## src/inversion_counter_assert.svh

```systemverilog
// assertion macros used by the top-level rtl file
`ifndef INVERSION_COUNTER_ASSERT_SVH
`define INVERSION_COUNTER_ASSERT_SVH

// same-cycle implication, checked out of reset
`define IC_ASSERT_SAME(lbl, ante, cons) \
  lbl: assert property (@(posedge clk_i) disable iff (!rst_ni) (ante) |-> (cons)) \
    else $error("inversion_counter: same-cycle check failed");

// next-cycle implication, checked out of reset
`define IC_ASSERT_NEXT(lbl, ante, cons) \
  lbl: assert property (@(posedge clk_i) disable iff (!rst_ni) (ante) |=> (cons)) \
    else $error("inversion_counter: next-cycle check failed");

`endif

```

## src/ic_pkg.sv

```systemverilog
`default_nettype none

package ic_pkg;

  localparam int unsigned DATA_W      = 32;
  localparam int unsigned COUNT_W     = 19;
  localparam int unsigned OUT_TDATA_W = 24;
  localparam int unsigned MAX_LEN_DEF = 1024;
  localparam logic [COUNT_W-1:0] COUNT_MAX = '1;

  typedef enum logic [2:0] {
    ST_LOAD,
    ST_PASS,
    ST_RUN,
    ST_READ,
    ST_MERGE
  } state_e;

  typedef struct packed {
    logic load;        // store one beat
    logic init;        // last beat: set up the first pass
    logic pass_start;  // first run of a pass
    logic run_setup;   // compute run bounds
    logic run_next;    // step to the next run pair
    logic pass_next;   // double the run width, swap memories
    logic merge;       // move one element
    logic emit;        // load the result register
  } ic_cmd_t;

  typedef struct packed {
    logic sort_done;
    logic runs_done;
    logic run_done;
    logic out_free;
  } ic_sts_t;

endpackage

`default_nettype wire

```

## src/ic_ctrl.sv

```systemverilog
`default_nettype none

module ic_ctrl
  import ic_pkg::*;
(
  input  wire logic    clk_i,
  input  wire logic    rst_ni,
  input  wire logic    in_valid_i,
  input  wire logic    in_last_i,
  output logic         in_ready_o,
  input  wire ic_sts_t sts_i,
  output ic_cmd_t      cmd_o
);

  state_e state_q, state_d;

  always_ff @(posedge clk_i or negedge rst_ni) begin
    if (!rst_ni) begin
      state_q <= ST_LOAD;
    end else begin
      state_q <= state_d;
    end
  end

  always_comb begin
    state_d    = state_q;
    cmd_o      = '0;
    in_ready_o = 1'b0;
    case (state_q)
      ST_LOAD: begin
        in_ready_o = 1'b1;
        if (in_valid_i) begin
          cmd_o.load = 1'b1;
          if (in_last_i) begin
            cmd_o.init = 1'b1;
            state_d    = ST_PASS;
          end
        end
      end
      ST_PASS: begin
        if (sts_i.sort_done) begin
          // wait for room in the result register
          if (sts_i.out_free) begin
            cmd_o.emit = 1'b1;
            state_d    = ST_LOAD;
          end
        end else begin
          cmd_o.pass_start = 1'b1;
          state_d          = ST_RUN;
        end
      end
      ST_RUN: begin
        if (sts_i.runs_done) begin
          cmd_o.pass_next = 1'b1;
          state_d         = ST_PASS;
        end else begin
          cmd_o.run_setup = 1'b1;
          state_d         = ST_READ;
        end
      end
      ST_READ: begin
        // memory read of both heads is in flight this cycle
        if (sts_i.run_done) begin
          cmd_o.run_next = 1'b1;
          state_d        = ST_RUN;
        end else begin
          state_d = ST_MERGE;
        end
      end
      ST_MERGE: begin
        cmd_o.merge = 1'b1;
        state_d     = ST_READ;
      end
      default: begin
        state_d = ST_LOAD;
      end
    endcase
  end

endmodule

`default_nettype wire

```

## config.mk

```make
export PLATFORM = sky130hd
export DESIGN_NAME = ic_ctrl
export DESIGN_NICKNAME = d
export VERILOG_FILES = /design/src/inversion_counter_assert.svh /design/src/ic_pkg.sv /design/src/ic_ctrl.sv
export SDC_FILE = /design/constraint.sdc
export NUM_CORES = 1
export LEC_CHECK = 0
export BUFFER_PORTS_ARGS = -buffer_cell sky130_fd_sc_hd__buf_2
export CAP_MARGIN = 20
export CORE_AREA = 8 8 45 47
export CTS_CLUSTER_DIAMETER = 120
export DETAILED_ROUTE_END_ITERATION = 12
export DIE_AREA = 0 0 53 55
export GPL_TIMING_DRIVEN = 0
export PLACE_DENSITY = 0.38
export SYNTH_ARGS = -nofsm -noshare
export SYNTH_HDL_FRONTEND = slang
export SYNTH_SLANG_ARGS = --single-unit
```

## constraint.sdc

```tcl
create_clock -name clk_i -period 3.85 [get_ports clk_i]
set_input_delay 0.77 -clock clk_i [delete_from_list [all_inputs] [get_ports clk_i]]
set_output_delay 0.77 -clock clk_i [all_outputs]
set_load 0.03 [all_outputs]
```

After elaboration in Yosys (flattened, before gate mapping). Index checks and enable logic that the tools add are counted.

Multiplexer cells: 23. Eq/ne operators: 7. Reductions and logical operators: 2.

Operator list (count): $mux W3 (5); $pmux W3 S5 (1); $mux W1 (14); $eq A3 B2 Y1 const B (2); $mux W2 (3); $ne A2 B2 Y1 const B (2); $eq A3 B1 Y1 const B (1); $eq A3 B3 Y1 const B (1); $logic_not A3 Y1 (1); $ne A3 B3 Y1 const B (1); $reduce_and A3 Y1 (1).

Register bits: 3. Word-level logic and storage cells: 33. Input bits: 8. Output and inout port bits: 9.

Longest topological paths before layout.
Depth after elaboration: 3. Depth in mapped cells: 3. Gate-level depth less buffers: 3.

Worst setup path before layout. OpenSTA, ideal clock, no wires.

Path kind: flip-flop to output port. Start point: reg state_q[1]. End point: out cmd_o[6] (netlist name). Slack: 1.431 ns. Arrival: 1.649 ns. Data required time: 3.080 ns. Buffers on the path: 0. Stages on the path, launching flop included: 3. Cell sequence: dfrtp_1 > nor3_1 > and3_1.

RTL lines: start: declaration (RTL line ic_ctrl.sv:15) `state_e state_q, state_d;`; start signal: assignment (RTL line ic_ctrl.sv:21) `state_q <= state_d;`; end: declaration (RTL line ic_ctrl.sv:12) `output ic_cmd_t cmd_o`.

==> summary.txt <==
Run status
  – Status: complete, no violations

Routing
  – Starting DRC count in detailed routing: 2
  – Total number of vias: 236
  – DR WL/cell: 10.7 um
  – DRC Markers: 0
  – Final WL: 622 um
  – DR pass1 iterations: 2
  – Routed Antenna Nets: 0
  – Vias per Instance: 4.07

Cells and area
  – Number of flip-flops in the largest register: 3
  – Layout cells sized above 1: 45.2%
  – P&R area growth vs syn: 65.2%
  – Final Util: 23.1%
  – Most flops, register: state_q
  – Final #Nets: 51
  – Design area: 320 um2
  – Diodes inserted: 0
  – Largest registers: state_q (3)
  – FILL cells: 158
  – Commonest non-fill, non-tap cell in the layout: buf_2

Pwr
  – Leak: 0.186 nW
  – PwrDens: 717 nW/um2
  – VDD IR max: 198 uV

STA
  – Fin. Hold Viols: 0
  – Worst Setup Slack, final: 1.67 ns
  – Slew Viols, Final: 0
  – Worst Max-Slew Pin Slew: 0.257 ns
  – Fin crit share: 56.5%
  – Minimum clock period: 2.18 ns
  – Clock Skew: 0.00285 ns
  – Final hold slack: 0.329 ns
  – Setup TNS Final: 0 ns
  – Slew headroom: 82.8%
  – Finish-stage setup viols: 0
  – RSZ-0062 raised after global routing: false
  – Fmax: 460 MHz

Setup path
  – Worst path cell trace: nor2b_1 > nor3b_1 > buf_2
  – Max FO, Critical Path: 8
  – Critical Path AT: 1.41 ns
  – Crit-path max cell delay: 0.45 ns
  – Reg2Reg Depth: 3
  – Data required time of the critical path: 3.08 ns
  – Reg2reg start: state_q[1]
  – Critical Path Slowest Stage Cell: dfrtp_1
  – Setup crit start kind: flip-flop
  – FF-to-FF setup slack: 2.42 ns
  – Kind of critical path: flip-flop to output pin
  – Reg-to-reg endpoint: state_q[1]
  – Critical path capture point type: output pin
  – CP delay by family, top: simple AND/OR/NAND/NOR gates
  – CP bufs+invs: 1

Floorplanning
  – Die Height: 55 um
  – Core area: 1380 um2
  – Die Wd: 53 um
  – Row Count: 14
  – Starting density of the core: 14.0%
  – Die Footprint: 2920 um2
  – IO Count: 17

Run
  – Maxcap violations: 0

Synthesis
  – Syn_area_per_cell: 8.82 um2
  – Syn Nets: 30
  – Yosys reg bits: 3
  – Synthesized instance count: 22
  – Library cells used by synthesis: 14
  – Sequential-to-total area share from yosys stat: 38.7%
  – Yosys warns: 0
  – Mapped Area: 194 um2

Hold path
  – Worst min-delay path category: input port to asynchronous set/reset pin

Clock network
  – H-tree levels: 1
  – Worst skew pair latency: 0.23 ns
  – Clock Sinks: 3
  – Worst-path clk slew: 0.04 ns
  – CTS Hold Bufs: 0
  – Root Buffer: clkbuf_4
  – Clock Path Buffers: 2
  – CTS tree: built
  – CTS resizes: 0
  – CTS Buf Count: 3
  – Setup Buffers After CTS: 0

Global routing
  – Vias in the first global route: 237
  – First-pass GRT wire length: 1010 um
  – Gr usage total: 4.92%
  – GRT overflow: 0
  – Largest net degree at the start of global routing: 9
  – Initial antenna violation count: 0

Placed design
  – Dpl cell area: 294 um2
  – IO buf count: 16
  – GP Congestion: 0.626
  – DP Worst Slack: 1.72 ns
worst max path at each step:
stage | from | endpoint | slack, ns | cells past startpoint
final | state_q[1] | cmd_o[4] | 1.67 | 3
after global routing | state_q[1] | cmd_o[4] | 1.49 | 3
after CTS | state_q[1] | cmd_o[4] | 1.65 | 3
after detailed placement | sts_i[3] | cmd_o[0] | 1.72 | 4
after global placement | sts_i[2] | cmd_o[4] | 1.71 | 3
after floorplan | state_q[1] | cmd_o[6] | 1.43 | 2
cell families (layout without fill, tap and decap cells):
logic type | after synthesis | after routing | share of synthesized area, %
AO/OA/AOI/OAI | 3 | 3 | 10.3
buffers and inverters | 1 | 21 | 1.93
flip-flops | 3 | 3 | 38.7
AND/OR/NAND/NOR | 15 | 15 | 49.0
routing by layer:
layer / up-vias / global-route usage (%) / wire length [um]
met5: - / 0 / 0
met3: 0 / 3.48 / 61
met4: 0 / 3.88 / 0
met2: 8 / 7.81 / 326
met1: 107 / 4.27 / 234
li1: 121 / - / -
metrics by stage:
stage / total power (W) / cells
final: 0.000230 / 58
after global routing: 0.000253 / 58
after CTS: 0.000235 / 58
after detailed placement: 0.000179 / 54
after global placement: 0.000180 / 54
after floorplan: 0.000142 / 22
power breakdown:
group          total [W]  switching, W  internal [W]
combinational   0.000118     0.0000760     0.0000418
sequential     0.0000578     0.0000161     0.0000417
clock          0.0000541     0.0000154     0.0000388
cell type report:
cell class	instances	area, um2	share of cell area [%]
repair buffers	16	80.1	25.0
clock buffers	4	26.3	8.20
multi-input cells	18	115	35.9
inverters	1	3.75	1.17
flip-flops and latches	3	75.1	23.4
well taps	16	20.0	6.25
synth_stat cells (all sizes together):
master  instances  area [um2]
inv             1        3.75
and3b           1        8.76
a21oi           1        5.00
o32ai           1        8.76
nand2           1        3.75
nor2b           3        18.8
and2            1        6.26
nor2            1        3.75
nor3            1        5.00
and3            3        18.8
dfrtp           3        75.1
or4             1        7.51
a31oi           1        6.26
nor3b           3        22.5
(Power assumes the default switching activity.)
